`config.mk`:
```
export PLATFORM = sky130hd
export DESIGN_NAME = hart_trap_entry_unit_core_flat
export DESIGN_NICKNAME = d
export VERILOG_FILES = /design/src/hw/rtl/htu_pkg.sv /design/src/hw/rtl/htu_in_if.sv /design/src/hw/rtl/htu_out_if.sv /design/src/hw/rtl/htu_decide.sv /design/src/hw/rtl/hart_trap_entry_unit_core.sv /design/src/flat_wrapper.sv
export SDC_FILE = /design/constraint.sdc
export NUM_CORES = 1
export LEC_CHECK = 0
export ABC_AREA = 1
export BUFFER_PORTS_ARGS = -buffer_cell sky130_fd_sc_hd__buf_2
export CORE_MARGIN = 2
export CORE_UTILIZATION = 45
export CTS_CLUSTER_DIAMETER = 150
export DETAILED_ROUTE_END_ITERATION = 8
export PLACE_DENSITY = 0.68
export SETUP_SLACK_MARGIN = 0.4
export SKIP_LAST_GASP = 1
export SLEW_MARGIN = 0
export SYNTH_ARGS = -nofsm -noshare
export SYNTH_HDL_FRONTEND = slang
export SYNTH_SLANG_ARGS = --single-unit
export TNS_END_PERCENT = 30
```
`constraint.sdc`:
```
create_clock -name clk -period 30.5 [get_ports clk]
set_clock_uncertainty 0.2 [all_clocks]
set_input_delay 0 -clock clk [delete_from_list [all_inputs] [get_ports clk]]
set_output_delay 0 -clock clk [all_outputs]
set_load 0.01 [all_outputs]
```
`src/hw/rtl/htu_pkg.sv`:
```
package htu_pkg;

  localparam int unsigned LOCAL_IRQ_BASE = 16;

  localparam logic [63:0] LOCAL_MASK   = {64{1'b1}} << LOCAL_IRQ_BASE;
  localparam logic [63:0] STD_IRQ_MASK = 64'h0000_0000_0000_0AAA;

  localparam logic [1:0] PRIV_U = 2'd0;
  localparam logic [1:0] PRIV_S = 2'd1;
  localparam logic [1:0] PRIV_M = 2'd3;

  localparam int unsigned SIE_BIT  = 1;
  localparam int unsigned MIE_BIT  = 3;
  localparam int unsigned SPIE_BIT = 5;
  localparam int unsigned MPIE_BIT = 7;
  localparam int unsigned SPP_BIT  = 8;
  localparam int unsigned MPP_LO   = 11;
  localparam int unsigned MPP_HI   = 12;

  localparam logic [5:0] IRQ_SSI = 6'd1;
  localparam logic [5:0] IRQ_MSI = 6'd3;
  localparam logic [5:0] IRQ_STI = 6'd5;
  localparam logic [5:0] IRQ_MTI = 6'd7;
  localparam logic [5:0] IRQ_SEI = 6'd9;
  localparam logic [5:0] IRQ_MEI = 6'd11;

  localparam logic [1:0] CFG_INT_DELEG = 2'd0;
  localparam logic [1:0] CFG_EXC_DELEG = 2'd1;
  localparam logic [1:0] CFG_MTVEC     = 2'd2;
  localparam logic [1:0] CFG_STVEC     = 2'd3;

  typedef struct packed {
    logic [63:0] pending_enabled;
    logic [1:0]  cur_priv;
    logic [63:0] status_in;
    logic [63:0] fault_pc;
    logic        exc_valid;
    logic [5:0]  exc_code;
    logic [63:0] exc_value;
  } in_item_t;

  typedef struct packed {
    logic        trap_taken;
    logic        to_super;
    logic [63:0] next_pc;
    logic [63:0] cause_out;
    logic [63:0] epc_out;
    logic [63:0] tval_out;
    logic [63:0] status_out;
    logic [1:0]  priv_out;
    logic        wake;
  } out_item_t;

  typedef struct packed {
    logic [63:0] int_delegation;
    logic [63:0] exc_delegation;
    logic [63:0] machine_vector;
    logic [63:0] super_vector;
  } cfg_t;

endpackage

```
`src/hw/rtl/htu_in_if.sv`:
```
interface htu_in_if;
  logic              valid;
  logic              ready;
  htu_pkg::in_item_t data;

  modport source (output valid, output data, input ready);
  modport sink (input valid, input data, output ready);
endinterface

```
`src/hw/rtl/htu_out_if.sv`:
```
interface htu_out_if;
  logic               valid;
  logic               ready;
  htu_pkg::out_item_t data;

  modport source (output valid, output data, input ready);
  modport sink (input valid, input data, output ready);
endinterface

```
`src/hw/rtl/htu_decide.sv`:
```
module htu_decide (
  input  htu_pkg::in_item_t  item,
  input  htu_pkg::cfg_t      cfg,
  output htu_pkg::out_item_t res
);

  logic [63:0] usable;
  logic        m_en;
  logic        s_en;
  logic [63:0] m_cand;
  logic [63:0] cand;
  logic [63:0] local_bits;
  logic [5:0]  local_num;
  logic        int_hit;
  logic [5:0]  int_num;
  logic        is_int;
  logic        taken;
  logic [5:0]  num;
  logic [63:0] deleg;
  logic        to_s;
  logic [63:0] vec;
  logic [63:0] off;
  logic [63:0] st;

  assign usable = item.pending_enabled & (htu_pkg::LOCAL_MASK | htu_pkg::STD_IRQ_MASK);
  assign m_en   = (item.cur_priv == htu_pkg::PRIV_M) ? item.status_in[htu_pkg::MIE_BIT] : 1'b1;
  assign s_en   = ((item.cur_priv == htu_pkg::PRIV_S) && item.status_in[htu_pkg::SIE_BIT]) ||
                  (item.cur_priv == htu_pkg::PRIV_U);
  assign m_cand = m_en ? (usable & ~cfg.int_delegation) : '0;
  assign cand   = (m_cand != '0) ? m_cand : (s_en ? (usable & cfg.int_delegation) : '0);
  assign local_bits = cand & htu_pkg::LOCAL_MASK;

  always_comb begin
    local_num = '0;
    for (int i = 63; i >= int'(htu_pkg::LOCAL_IRQ_BASE); i--) begin
      if (local_bits[i]) begin
        local_num = 6'(i);
      end
    end
  end

  always_comb begin
    int_hit = 1'b1;
    int_num = '0;
    if (local_bits != '0) begin
      int_num = local_num;
    end else if (cand[htu_pkg::IRQ_MEI]) begin
      int_num = htu_pkg::IRQ_MEI;
    end else if (cand[htu_pkg::IRQ_MSI]) begin
      int_num = htu_pkg::IRQ_MSI;
    end else if (cand[htu_pkg::IRQ_MTI]) begin
      int_num = htu_pkg::IRQ_MTI;
    end else if (cand[htu_pkg::IRQ_SEI]) begin
      int_num = htu_pkg::IRQ_SEI;
    end else if (cand[htu_pkg::IRQ_SSI]) begin
      int_num = htu_pkg::IRQ_SSI;
    end else if (cand[htu_pkg::IRQ_STI]) begin
      int_num = htu_pkg::IRQ_STI;
    end else begin
      int_hit = 1'b0;
    end
  end

  assign is_int = int_hit;
  assign taken  = int_hit || item.exc_valid;
  assign num    = is_int ? int_num : item.exc_code;
  assign deleg  = is_int ? cfg.int_delegation : cfg.exc_delegation;
  assign to_s   = (item.cur_priv <= htu_pkg::PRIV_S) && deleg[num];
  assign vec    = to_s ? cfg.super_vector : cfg.machine_vector;
  assign off    = (is_int && vec[0]) ? {56'd0, num, 2'b00} : '0;

  always_comb begin
    st = item.status_in;
    if (to_s) begin
      st[htu_pkg::SPIE_BIT] = item.status_in[htu_pkg::SIE_BIT];
      st[htu_pkg::SPP_BIT]  = item.cur_priv[0];
      st[htu_pkg::SIE_BIT]  = 1'b0;
    end else begin
      st[htu_pkg::MPIE_BIT] = item.status_in[htu_pkg::MIE_BIT];
      st[htu_pkg::MPP_HI:htu_pkg::MPP_LO] = item.cur_priv;
      st[htu_pkg::MIE_BIT]  = 1'b0;
    end
  end

  always_comb begin
    res.wake = item.pending_enabled != '0;
    if (taken) begin
      res.trap_taken = 1'b1;
      res.to_super   = to_s;
      res.next_pc    = {vec[63:2], 2'b00} + off;
      res.cause_out  = {is_int, 57'd0, num};
      res.epc_out    = item.fault_pc;
      res.tval_out   = is_int ? '0 : item.exc_value;
      res.status_out = st;
      res.priv_out   = to_s ? htu_pkg::PRIV_S : htu_pkg::PRIV_M;
    end else begin
      res.trap_taken = 1'b0;
      res.to_super   = 1'b0;
      res.next_pc    = '0;
      res.cause_out  = '0;
      res.epc_out    = '0;
      res.tval_out   = '0;
      res.status_out = item.status_in;
      res.priv_out   = item.cur_priv;
    end
  end

endmodule

```
`src/hw/rtl/hart_trap_entry_unit_core.sv`:
```
// Trap entry decision for one hart, one instruction step per item. Each item
// passes an input register, a single pass of decision logic (interrupt gating
// by mie/sie and mideleg, fixed priority pick, exception fallback, delegation,
// handler address and status update) and a result register: the result is
// offered once the item has moved from the input register into the result
// register, and a new item is accepted every cycle while the result side takes
// items. The user writes the delegation and vector registers through the cfg
// port only while no item is in flight; the block itself does not enforce this.
module hart_trap_entry_unit_core (
  input  logic        clk,
  input  logic        rst_n,
  input  logic        cfg_we,
  input  logic [1:0]  cfg_index,
  input  logic [63:0] cfg_data,
  htu_in_if.sink      in_chan,
  htu_out_if.source   out_chan
);

  htu_pkg::cfg_t      cfg_r;
  htu_pkg::in_item_t  s1_data_r;
  logic               s1_v_r;
  logic               s1_v_nxt;
  htu_pkg::out_item_t res;
  htu_pkg::out_item_t out_data_r;
  logic               out_v_r;
  logic               out_v_nxt;
  logic               adv;
  logic               in_rdy;

  always_ff @(posedge clk) begin
    if (!rst_n) begin
      cfg_r <= '0;
    end else if (cfg_we) begin
      case (cfg_index)
        htu_pkg::CFG_INT_DELEG: cfg_r.int_delegation <= cfg_data;
        htu_pkg::CFG_EXC_DELEG: cfg_r.exc_delegation <= cfg_data;
        htu_pkg::CFG_MTVEC:     cfg_r.machine_vector <= cfg_data;
        htu_pkg::CFG_STVEC:     cfg_r.super_vector   <= cfg_data;
        default:                cfg_r <= cfg_r;
      endcase
    end
  end

  assign adv    = !out_v_r || out_chan.ready;
  assign in_rdy = !s1_v_r || adv;
  assign in_chan.ready = in_rdy;

  assign s1_v_nxt  = in_rdy ? in_chan.valid : s1_v_r;
  assign out_v_nxt = adv ? s1_v_r : out_v_r;

  always_ff @(posedge clk) begin
    if (!rst_n) begin
      s1_v_r  <= 1'b0;
      out_v_r <= 1'b0;
    end else begin
      s1_v_r  <= s1_v_nxt;
      out_v_r <= out_v_nxt;
    end
  end

  always_ff @(posedge clk) begin
    if (in_rdy && in_chan.valid) begin
      s1_data_r <= in_chan.data;
    end
    if (adv && s1_v_r) begin
      out_data_r <= res;
    end
  end

  htu_decide u_decide (
    .item (s1_data_r),
    .cfg  (cfg_r),
    .res  (res)
  );

  assign out_chan.valid = out_v_r;
  assign out_chan.data  = out_data_r;

`ifndef NO_ASSERTIONS
  a_m_entry_priv: assert property (@(posedge clk) disable iff (!rst_n)
    (out_v_r && out_data_r.trap_taken && !out_data_r.to_super) |->
      (out_data_r.priv_out == htu_pkg::PRIV_M && !out_data_r.status_out[htu_pkg::MIE_BIT]))
    else $error("machine trap entry left wrong privilege or MIE");

  a_s_entry_priv: assert property (@(posedge clk) disable iff (!rst_n)
    (out_v_r && out_data_r.to_super) |->
      (out_data_r.trap_taken && out_data_r.priv_out == htu_pkg::PRIV_S &&
       !out_data_r.status_out[htu_pkg::SIE_BIT]))
    else $error("supervisor trap entry left wrong privilege or SIE");

  a_no_trap_zero: assert property (@(posedge clk) disable iff (!rst_n)
    (out_v_r && !out_data_r.trap_taken) |->
      (out_data_r.cause_out == '0 && out_data_r.tval_out == '0 && out_data_r.next_pc == '0))
    else $error("no-trap result carries trap fields");

  a_int_needs_wake: assert property (@(posedge clk) disable iff (!rst_n)
    (out_v_r && out_data_r.trap_taken && out_data_r.cause_out[63]) |->
      (out_data_r.wake && out_data_r.tval_out == '0))
    else $error("interrupt trap without pending interrupt or with tval");

  a_pipe_refill: assert property (@(posedge clk) disable iff (!rst_n)
    (s1_v_r && adv) |=> out_v_r)
    else $error("item dropped between input and result register");
`endif

endmodule

```
`src/flat_wrapper.sv`:
```
// flat-port wrapper written by rule: the top's interface ports become plain ports
module hart_trap_entry_unit_core_flat 
  (clk, rst_n, cfg_we, cfg_index, cfg_data, in_chan_valid, in_chan_data, in_chan_ready, out_chan_valid, out_chan_data, out_chan_ready);
  htu_in_if in_chan_i ();
  htu_out_if out_chan_i ();
  input  logic clk;
  input  logic rst_n;
  input  logic cfg_we;
  input  logic [1:0] cfg_index;
  input  logic [63:0] cfg_data;
  input wire logic [$bits(in_chan_i.valid)-1:0] in_chan_valid;
  input wire logic [$bits(in_chan_i.data)-1:0] in_chan_data;
  output wire logic [$bits(in_chan_i.ready)-1:0] in_chan_ready;
  output wire logic [$bits(out_chan_i.valid)-1:0] out_chan_valid;
  output wire logic [$bits(out_chan_i.data)-1:0] out_chan_data;
  input wire logic [$bits(out_chan_i.ready)-1:0] out_chan_ready;
  assign in_chan_i.valid = in_chan_valid;
  assign in_chan_i.data = in_chan_data;
  assign in_chan_ready = in_chan_i.ready;
  assign out_chan_valid = out_chan_i.valid;
  assign out_chan_data = out_chan_i.data;
  assign out_chan_i.ready = out_chan_ready;
  hart_trap_entry_unit_core u_core (.clk(clk), .rst_n(rst_n), .cfg_we(cfg_we), .cfg_index(cfg_index), .cfg_data(cfg_data), .in_chan(in_chan_i), .out_chan(out_chan_i));
endmodule
```
# [Word level (Yosys, flattened, before mapping)]
# Index checks and enable logic that the tools add are counted.
[word_totals] regBits=848 out_inout_bits=327 word_cells=137
[classes] addsub=1 n_lt_le_gt_ge=2 n_eq_ne=5 muxes=81 bitwise=4 n_reduce_logical=21
[op_table] operator="$mux W64" n=6
[op_table] operator="$mux W324" n=1
[op_table] operator="$mux W6" n=50
[op_table] operator="$reduce_bool A64 Y1" n=3
[op_table] operator="$and A64 B64 Y64" n=2
[op_table] operator="$add A64 B8 Y64" n=1
[op_table] operator="$not A64 Y64" n=1
[op_table] operator="$mux W4" n=4
[op_table] operator="$mux W1" n=14
[op_table] operator="$mux W8" n=1
[op_table] operator="$reduce_and A2 Y1" n=4
[op_table] operator="$lt A6 B7 Y1 const B" n=1
[op_table] operator="$bmux W1 S6" n=1
[op_table] operator="$eq A2 B2 Y1 const B" n=3
[op_table] operator="$mux W3" n=2
[op_table] operator="$logic_and A1 B1 Y1" n=5
[op_table] operator="$eq A2 B1 Y1 const B" n=2
[op_table] operator="$logic_not A2 Y1" n=2
[op_table] operator="$logic_or A1 B1 Y1" n=4
[op_table] operator="$mux W2" n=2
[op_table] operator="$le A2 B1 Y1 const B" n=1
[op_table] operator="$logic_not A1 Y1" n=2
[op_table] operator="$reduce_or A2 Y1" n=1
[op_table] operator="$not A1 Y1" n=1

# [Logic depth before layout (Yosys ltp)]
# Gate-level depths: netlist of run 1.
[logic_depth] ltp_word=63 mapped_depth=90 mapped_depth_nobuf=86

# [By module]
# Synthesis of run 1 repeated with hierarchy kept, for this count alone.
[unflattened] cells_unflattened=4613 hier_area_um2=38871.0
[modules_own_cells] mod="hart_trap_entry_unit_core" instances=1 cells_each=2244 area_each_um2=28408.5
[modules_own_cells] mod="htu_decide" instances=1 cells_each=2369 area_each_um2=10462.5

# [Least setup slack after synthesis of run 1]
# OpenSTA, ideal clock, no wires.
[synth_timing] kind="flip-flop to flip-flop" startpoint="register u_core.out_v_r (netlist: u_core.out_chan.valid)" endpoint="register u_core.out_data_r, in the netlist u_core.out_chan.data[0] (enable)" t_arrival_ns=13.144 required_ns=29.319 slack_ns=16.174 path_stages_with_launch=2 n_path_buf=0 path_cell_list="dfxtp_1 > a21oi_1"
[synth_between] elab_chain_len=3
[synth_lines] element="start, declared" line="hart_trap_entry_unit_core.sv:25" rtl="logic out_v_r;"
[synth_lines] element="start signal, assigned" line="hart_trap_entry_unit_core.sv:57" rtl="out_v_r <= out_v_nxt;"
[synth_lines] element="$logic_not A1 Y1" line="hart_trap_entry_unit_core.sv:44" rtl="assign adv = !out_v_r || out_chan.ready;"
[synth_lines] element="$logic_or A1 B1 Y1" line="hart_trap_entry_unit_core.sv:44"
[synth_lines] element="$logic_and A1 B1 Y1" line="hart_trap_entry_unit_core.sv:65" rtl="if (adv && s1_v_r) begin"
[synth_lines] element="end signal, assigned" line="hart_trap_entry_unit_core.sv:66" rtl="out_data_r <= res;"
[synth_lines] element="end, declared" line="hart_trap_entry_unit_core.sv:24" rtl="htu_pkg::out_item_t out_data_r;"
# Every way passes these cells.
# A chain may end at the register's enable or synchronous reset.

# [Worst setup path after layout of run 1]
[layout_timing] startpoint="register u_core.s1_data_r[138] (netlist bit)" endpoint="register u_core.out_data_r, in the netlist u_core.out_chan.data[320] (data pin)"
[layout_between] elab_chain_len=61 elab_cells_between_ends=77
[layout_lines] element="start, declared" line="hart_trap_entry_unit_core.sv:20" rtl="htu_pkg::in_item_t s1_data_r;"
[layout_lines] element="start signal, assigned" line="hart_trap_entry_unit_core.sv:63" rtl="s1_data_r <= in_chan.data;"
[layout_lines] element="$mux W1 *" line="htu_decide.sv:26" rtl="assign m_en = (item.cur_priv == htu_pkg::PRIV_M) ? item.status_in[htu_pkg::MIE_BIT] : 1'b1;"
[layout_lines] element="$mux W64 *" line="htu_decide.sv:29" rtl="assign m_cand = m_en ? (usable & ~cfg.int_delegation) : '0;"
[layout_lines] element="$reduce_bool A64 Y1" line="htu_decide.sv:30" rtl="assign cand = (m_cand != '0) ? m_cand : (s_en ? (usable & cfg.int_delegation) : '0);"
[layout_lines] element="$mux W64 *" line="htu_decide.sv:30"
[layout_lines] element="$mux W6 (48 in series)" line="htu_decide.sv:36" rtl="if (local_bits[i]) begin"
[layout_lines] element="$mux W6" line="htu_decide.sv:45" rtl="if (local_bits != '0) begin"
[layout_lines] element="$mux W6" line="htu_decide.sv:66" rtl="assign num = is_int ? int_num : item.exc_code;"
[layout_lines] element="$bmux W1 S6" line="htu_decide.sv:68" rtl="assign to_s = (item.cur_priv <= htu_pkg::PRIV_S) && deleg[num];"
[layout_lines] element="$mux W1 (implied by the code)" line="htu_decide.sv:68"
[layout_lines] element="$logic_and A1 B1 Y1" line="htu_decide.sv:68"
[layout_lines] element="$mux W64" line="htu_decide.sv:69" rtl="assign vec = to_s ? cfg.super_vector : cfg.machine_vector;"
[layout_lines] element="$logic_and A1 B1 Y1" line="htu_decide.sv:70" rtl="assign off = (is_int && vec[0]) ? {56'd0, num, 2'b00} : '0;"
[layout_lines] element="$mux W8" line="htu_decide.sv:70"
[layout_lines] element="$add A64 B8 Y64" line="htu_decide.sv:90" rtl="res.next_pc = {vec[63:2], 2'b00} + off;"
# Mark *: on every way between the ends. The rest lies on a longest branch, timed or not. The select of a mux whose other input is x is not followed.

==> results.py, run 1 <==
metrics = {
    "global_routing": {
        "use_met2_pct": 50.1,
        "grt_pass1_vias": 30100,
        "grt_max_degree": 134,
        "grt_pass1_wl_microns": 181000,
        "use_met1_pct": 40.5,
        "track_usage_pct": 30.6,
        "antenna_found_initial": 11,
        "grt.overflow.total": 0,
        "use_met3_pct": 5.10,
        "grt.busiest_layer": "met2",
    },
    "placement": {
        "gp_congestion": 0.959,
        "dpl_cell_area_sq_um": 37800,
        "dp_hpwl_microns": 80200,
        "io_buffers": 603,
    },
    "power_and_ir_drop": {
        "ir_drop_v": 0.0000512,
        "p_leak_nw": 19.8,
        "power.density_nw_per_um2": 54.8,
    },
    "critical_path": {
        "worstSetupPathType": "reg -> reg",
        "path_max_fanout": 77,
        "r2r-start": "u_core.s1_data_r[138]",
        "crit_path_frequent_cell": "nand2_1",
        "r2r_cells": 49,
        "cp.required_ns": 30.66,
        "r2r_end": "u_core.out_chan.data[320]",
        "slowest_stage": "clkinv_1",
        "arrival_ns": 12.27,
        "startpoint_type": "register",
        "reg2reg_setup_slack_ns": 18.38,
        "cpPeakStageDelay_ns": 0.72,
        "end_kind": "register",
    },
    "logic_synthesis": {
        "synthMuxAreaShare_pct": 0.117,
        "synth_edf_count": 531,
        "synth_compound_area_share_pct": 8.40,
        "yosys.area.top_type": "edfxtp_1",
        "netlist_top_cells_count": "nand2_1, nor2_1, edfxtp_1, inv_1, o21ai_0",
        "ys_seq_elements": 787,
        "synth-xor-area-share_pct": 0.0765,
        "syn_avg_cell_area_sq_um": 9.01,
        "synthTopCellsByArea": "edfxtp_1, dfxtp_1, nand2_1",
        "yosysUniqueCellTypes": 45,
        "synth-simple-area-share_pct": 21.3,
        "yosysTopAreaCellShare_pct": 46.4,
        "synth_adder_area_share_pct": 0.277,
        "yosys.cell_count.top_type": "nand2_1",
        "yosysWarningCount": 0,
        "synth_top_family_by_area": "simple AND/OR/NAND/NOR gates",
        "synth-async-reset-ratio_pct": 0,
        "synth_ff_type": "edfxtp_1",
        "ys_seq_area_share_pct": 61.3,
        "syn_area_sq_um": 34400,
        "postSynthCellCount": 3811,
    },
    "cells_and_area": {
        "multiInputGateArea_sq_um": 10700,
        "fillers": 6112,
        "drive_gt1_share_pct": 16.1,
        "seqCellArea_sq_um": 21100,
        "areaGrowthSynthToFinish_pct": 35.6,
        "num-nets-final": 5302,
        "finalInstanceArea_sq_um": 46600,
    },
    "clock_network": {
        "clock_latency_ns": 0.64,
        "htreeDepth": 3,
        "clkTransAtPathRegs_ns": 0.07,
        "cts.sinks": 787,
        "cts_root_buf": "clkbuf_16",
        "numCtsBuffers": 84,
        "cts_tree": "done",
        "clk_path_buf_depth": 3,
        "cts_resized": 0,
    },
    "drt": {
        "drt-total-wl_microns": 124000,
        "vias": 31000,
        "avgRoutedWirePerCell_microns": 20.7,
        "drt-vias-per-instance": 5.16,
        "ant_nets": 0,
        "drt_pass1_iterations": 6,
        "drtIter0Drc": 2723,
        "drc": 0,
    },
    "die": {
        "die_w_microns": 280,
        "coreArea_sq_um": 75700,
        "initial_core_util_pct": 45.4,
        "num_rows": 101,
        "die_h_microns": 280,
        "dieArea_sq_um": 78600,
        "io-pin-count": 663,
    },
    "timing": {
        "rsz0062_at_grt": "no",
        "max_slew_margin_pct": 25.2,
        "final-setup-viol-count": 0,
        "holdWs_ns": 0.0366,
        "final_hold_viol_count": 0,
        "max_freq_ghz": 0.0825,
        "fin_setup_tns_ns": 0,
        "drv_slew": 0,
        "min_period_over_period_pct": 39.7,
        "layout_min_cycle_time_ns": 12.12,
        "worst_pin_slew_ns": 1.12,
    },
    "hold_path": {
        "hold_start": "cfg_data[15]",
        "hp-class": "in -> reg",
        "worst_hold_path.num_cells": 4,
        "holdPathEnd": "u_core.cfg_r[207]",
    },
    "job": {
        "maxCapViolations": 0,
    },
    "status": {
        "status": "complete, no violations",
    },
}
## worst max path at each step
stage | to | slack [ns] | cells past startpoint | startpoint
global route | u_core.out_chan.data[320] | 17.24 | 49 | u_core.s1_data_r[138]
floorplan | u_core.out_chan.data[0] | 16.17 | 1 | u_core.out_chan.valid
CTS | u_core.out_chan.data[320] | 18.60 | 49 | u_core.s1_data_r[138]
global placement | u_core.out_chan.data[320] | 18.95 | 49 | u_core.s1_data_r[138]
finish | u_core.out_chan.data[320] | 18.38 | 49 | u_core.s1_data_r[138]
detailed placement | u_core.out_chan.data[320] | 18.66 | 49 | u_core.s1_data_r[138]
## where the power goes
group	switching [mW]	internal [mW]	leakage, nW
combinational	0.199	0.127	11.3
clock	0.440	0.553	1.28
sequential	0.0291	1.20	7.17
total	0.667	1.88	19.8
## kinds of logic after synthesis
group                    count (synthesis)
AO/OA/AOI/OAI                          568
multiplexers                             4
buffers and inverters                  680
XOR/XNOR                                 3
other                                    1
AND/OR/NAND/NOR                       1761
flip-flops                             787
adder cells (fa/ha/maj)                  7
## worst max-delay path, delay by kind of cell (launching register included)
family	cells	cell delay (ns)
compound gates	6	1.42
fa+ha+maj	1	0.20
flops	1	0.35
buf+inv	11	3.18
simple gates	31	6.33
## repair_timing
| action | in CTS | in global routing |
|---|---|---|
| endpoints found under the hold margin | 551 | 0 |
| hold buffers | 612 | 0 |
| setup buffers | 0 | 0 |
## metrics by stage
step	total power, mW	worst slack (ns)	utilization, %	cells
CTS	2.54	18.60	61.5	6001
global route	2.64	17.24	61.5	6007
global placement	1.50	18.95	50.0	5239
floorplan	1.41	16.17	-	3869
finish	2.55	18.38	61.6	6012
detailed placement	1.51	18.66	50.0	5239
## cell usage in the layout (no fill, tap or decap), types with 15 or more instances in the layout
| master | count |
|---|---|
| a21oi_1 | 182 |
| buf_2 | 602 |
| buf_4 | 27 |
| clkbuf_1 | 22 |
| clkbuf_16 | 85 |
| clkinv_2 | 15 |
| conb_1 | 59 |
| dfxtp_1 | 256 |
| dlygate4sd3_1 | 612 |
| edfxtp_1 | 531 |
| inv_1 | 424 |
| inv_2 | 15 |
| nand2_1 | 817 |
| nand3_1 | 194 |
| nand4_1 | 96 |
| nor2_1 | 577 |
| nor2_2 | 16 |
| nor4_1 | 17 |
| o21ai_0 | 341 |
| o21ai_1 | 28 |
## metal layers
layer  vias up  routed length [microns]
met5         -                       37
met4         6                     5300
met1     14600                    51200
met3       285                     9200
met2      1369                    58600
li1      14700                        -
## final cells by class
cell class	instances	area share, %
Antenna cell	11	0.0591
Clock buffer	112	4.88
Clock inverter	38	0.730
Inverter	443	3.58
Multi-Input combinational cell	2402	22.9
Sequential cell	787	45.2
Tap cell	978	2.63
Timing Repair Buffer	1241	20.0
## registers in the layout, indices dropped and copies added, names as in the netlist
name / cells
u_core.cfg_r: 254
u_core.out_chan.valid: 1
u_core.s1_v_r: 1
u_core.s1_data_r: 265
u_core.out_chan.data: 266
(Power assumes the default switching activity.)
==> run 2, diff against run 1 <==
PLACE_DENSITY = 0.71   (was 0.68)
clock period = 10.1 ns   (was 30.5 ns; I/O delays follow)
==> results.py, run 2 (synthesis gave the netlist of run 1 again) <==
metrics = {
    "critical_path": {
        "end_kind": "register",
        "arrival_ns": 8.99,
        "cpPeakStageDelay_ns": 0.60,
        "crit_path_frequent_cell": "nand2_1",
        "worst-path-buf-inv": 11,
        "cp.required_ns": 10.29,
        "startpoint_type": "register",
        "path_max_fanout": 34,
        "cp_top_family": "simple AND/OR/NAND/NOR gates",
        "slowest_stage": "edfxtp_1",
        "worstSetupPathType": "reg -> reg",
    },
    "timing": {
        "max_freq_ghz": 0.114,
        "rsz0062_at_grt": "no",
        "worst_pin_slew_ns": 1.25,
        "final-setup-viol-count": 0,
        "drv_slew": 0,
        "final_hold_viol_count": 0,
        "layout_min_cycle_time_ns": 8.80,
        "min_period_over_period_pct": 87.1,
        "fin_setup_tns_ns": 0,
        "max_slew_margin_pct": 16.7,
    },
    "global_routing": {
        "antenna_found_initial": 11,
        "grt_pass1_wl_microns": 182000,
        "grt_max_degree": 186,
        "track_usage_pct": 30.7,
        "grt_pass1_vias": 30300,
        "grt.overflow.total": 0,
    },
    "die": {
        "coreArea_sq_um": 75700,
        "dieArea_sq_um": 78600,
        "num_rows": 101,
        "die_h_microns": 280,
        "initial_core_util_pct": 45.4,
        "die_w_microns": 280,
        "io-pin-count": 663,
    },
    "placement": {
        "dpl_cell_area_sq_um": 37800,
        "gp_congestion": 0.964,
        "dp_hpwl_microns": 78800,
        "io_buffers": 603,
    },
    "drt": {
        "drtIter0Drc": 3322,
        "ant_nets": 0,
        "drt_pass1_iterations": 6,
        "drc": 0,
        "drt-vias-per-instance": 5.22,
        "drt-total-wl_microns": 125000,
        "vias": 31400,
        "avgRoutedWirePerCell_microns": 20.7,
    },
    "clock_network": {
        "clk_path_buf_depth": 3,
        "numCtsBuffers": 85,
        "cts.sinks": 787,
        "clkTransAtPathRegs_ns": 0.06,
        "htreeDepth": 3,
        "cts_tree": "done",
        "clock_latency_ns": 0.66,
        "cts_root_buf": "clkbuf_16",
    },
    "cells_and_area": {
        "fillers": 6121,
        "num-nets-final": 5305,
        "final_cell_mix": "nand2_1, dlygate4sd3_1, buf_2",
        "drive_gt1_share_pct": 16.4,
        "multiInputGateArea_sq_um": 10700,
        "seqCellArea_sq_um": 21100,
        "finalInstanceArea_sq_um": 46800,
        "areaGrowthSynthToFinish_pct": 36.2,
        "largest_reg_flops": 266,
        "final_common_cell": "nand2_1",
    },
    "hold_path": {
        "hp-class": "in -> reg",
    },
    "power_and_ir_drop": {
        "p_total_mw": 7.82,
        "power.density_nw_per_um2": 167,
        "p_leak_nw": 19.9,
        "ir_drop_v": 0.000144,
    },
    "job": {
        "maxCapViolations": 0,
    },
    "status": {
        "status": "complete, no violations",
    },
}
==> run 2: changes by cell type in the layout (fill, tap and decap cells not counted), sizes merged, moves of 2 or more <==
cell and delta:
dlygate4sd3 -6, nand3 +3, clkinvlp +2, buf +4, inv +4, clkinv -3
==> run 2: power breakdown <==
group	switching [mW]	leakage [nW]	total [mW]	internal, mW
logic	0.608	11.4	0.996	0.388
registers	0.0875	7.17	3.72	3.64
clock network	1.39	1.32	3.10	1.71
==> run 2: path summary, 6_finish.rpt <==
kind / from / end / slack, ns / depth (start not counted)
worst min-delay path: cfg_data[12] / u_core.cfg_r[140] / 0.02 / 4
worst max-delay path: u_core.s1_data_r[199] / u_core.out_chan.data[296] / 1.30 / 49
worst min register to register: u_core.s1_data_r[148] / u_core.out_chan.data[16] / 0.22 / 0
worst max register to register: u_core.s1_data_r[199] / u_core.out_chan.data[296] / 1.30 / 49
==> run 2: timing repair <==
item / CTS / global route
setup endpoints to repair: 0 / 57
resized for setup: 0 / 7
buffers inserted: 0 / 5
hold buffers: 606 / 0
hold endpoints to repair: 599 / 0
==> run 2: routing by layer <==
metal | up-vias | share of wire [%] | GRT usage [%]
met2 | 1463 | 47 | 49.8
met3 | 298 | 8.3 | 5.61
met5 | - | 0.020 | 0
li1 | 14700 | - | -
met1 | 14900 | 40 | 40.5
met4 | 6 | 4.3 | 12.6
==> run 2: tightest hold or removal path: cells and delay by family <==
family | cells | cell delay (ns)
buffers and inverters | 2 | 0.67
AOI/OAI and AO/OA | 1 | 0.09
and+or+nand+nor | 1 | 0.08
==> run 2: area by class of cell <==
cell class	instances	area share, %
timing repair buffer	1239	20.0
multi-input combinational	2406	22.9
inverter	443	3.58
sequential	787	45.0
clock buffer	113	4.83
antenna	10	0.0535
tap	978	2.62
clock inverter	42	0.949
==> run 2: through the flow <==
step,std cells,util [%],hold slack [ns],setup slack [ns]
5_1_grt,6016,61.8,0.0558,0.401
6_report,6018,61.8,0.0231,1.30
4_1_cts,5999,61.6,0.00462,0.848
2_1_floorplan,3869,-,-0.101,1.64
3_3_place_gp,5238,50.0,-0.0235,1.09
3_5_place_dp,5238,50.0,-0.0219,0.878
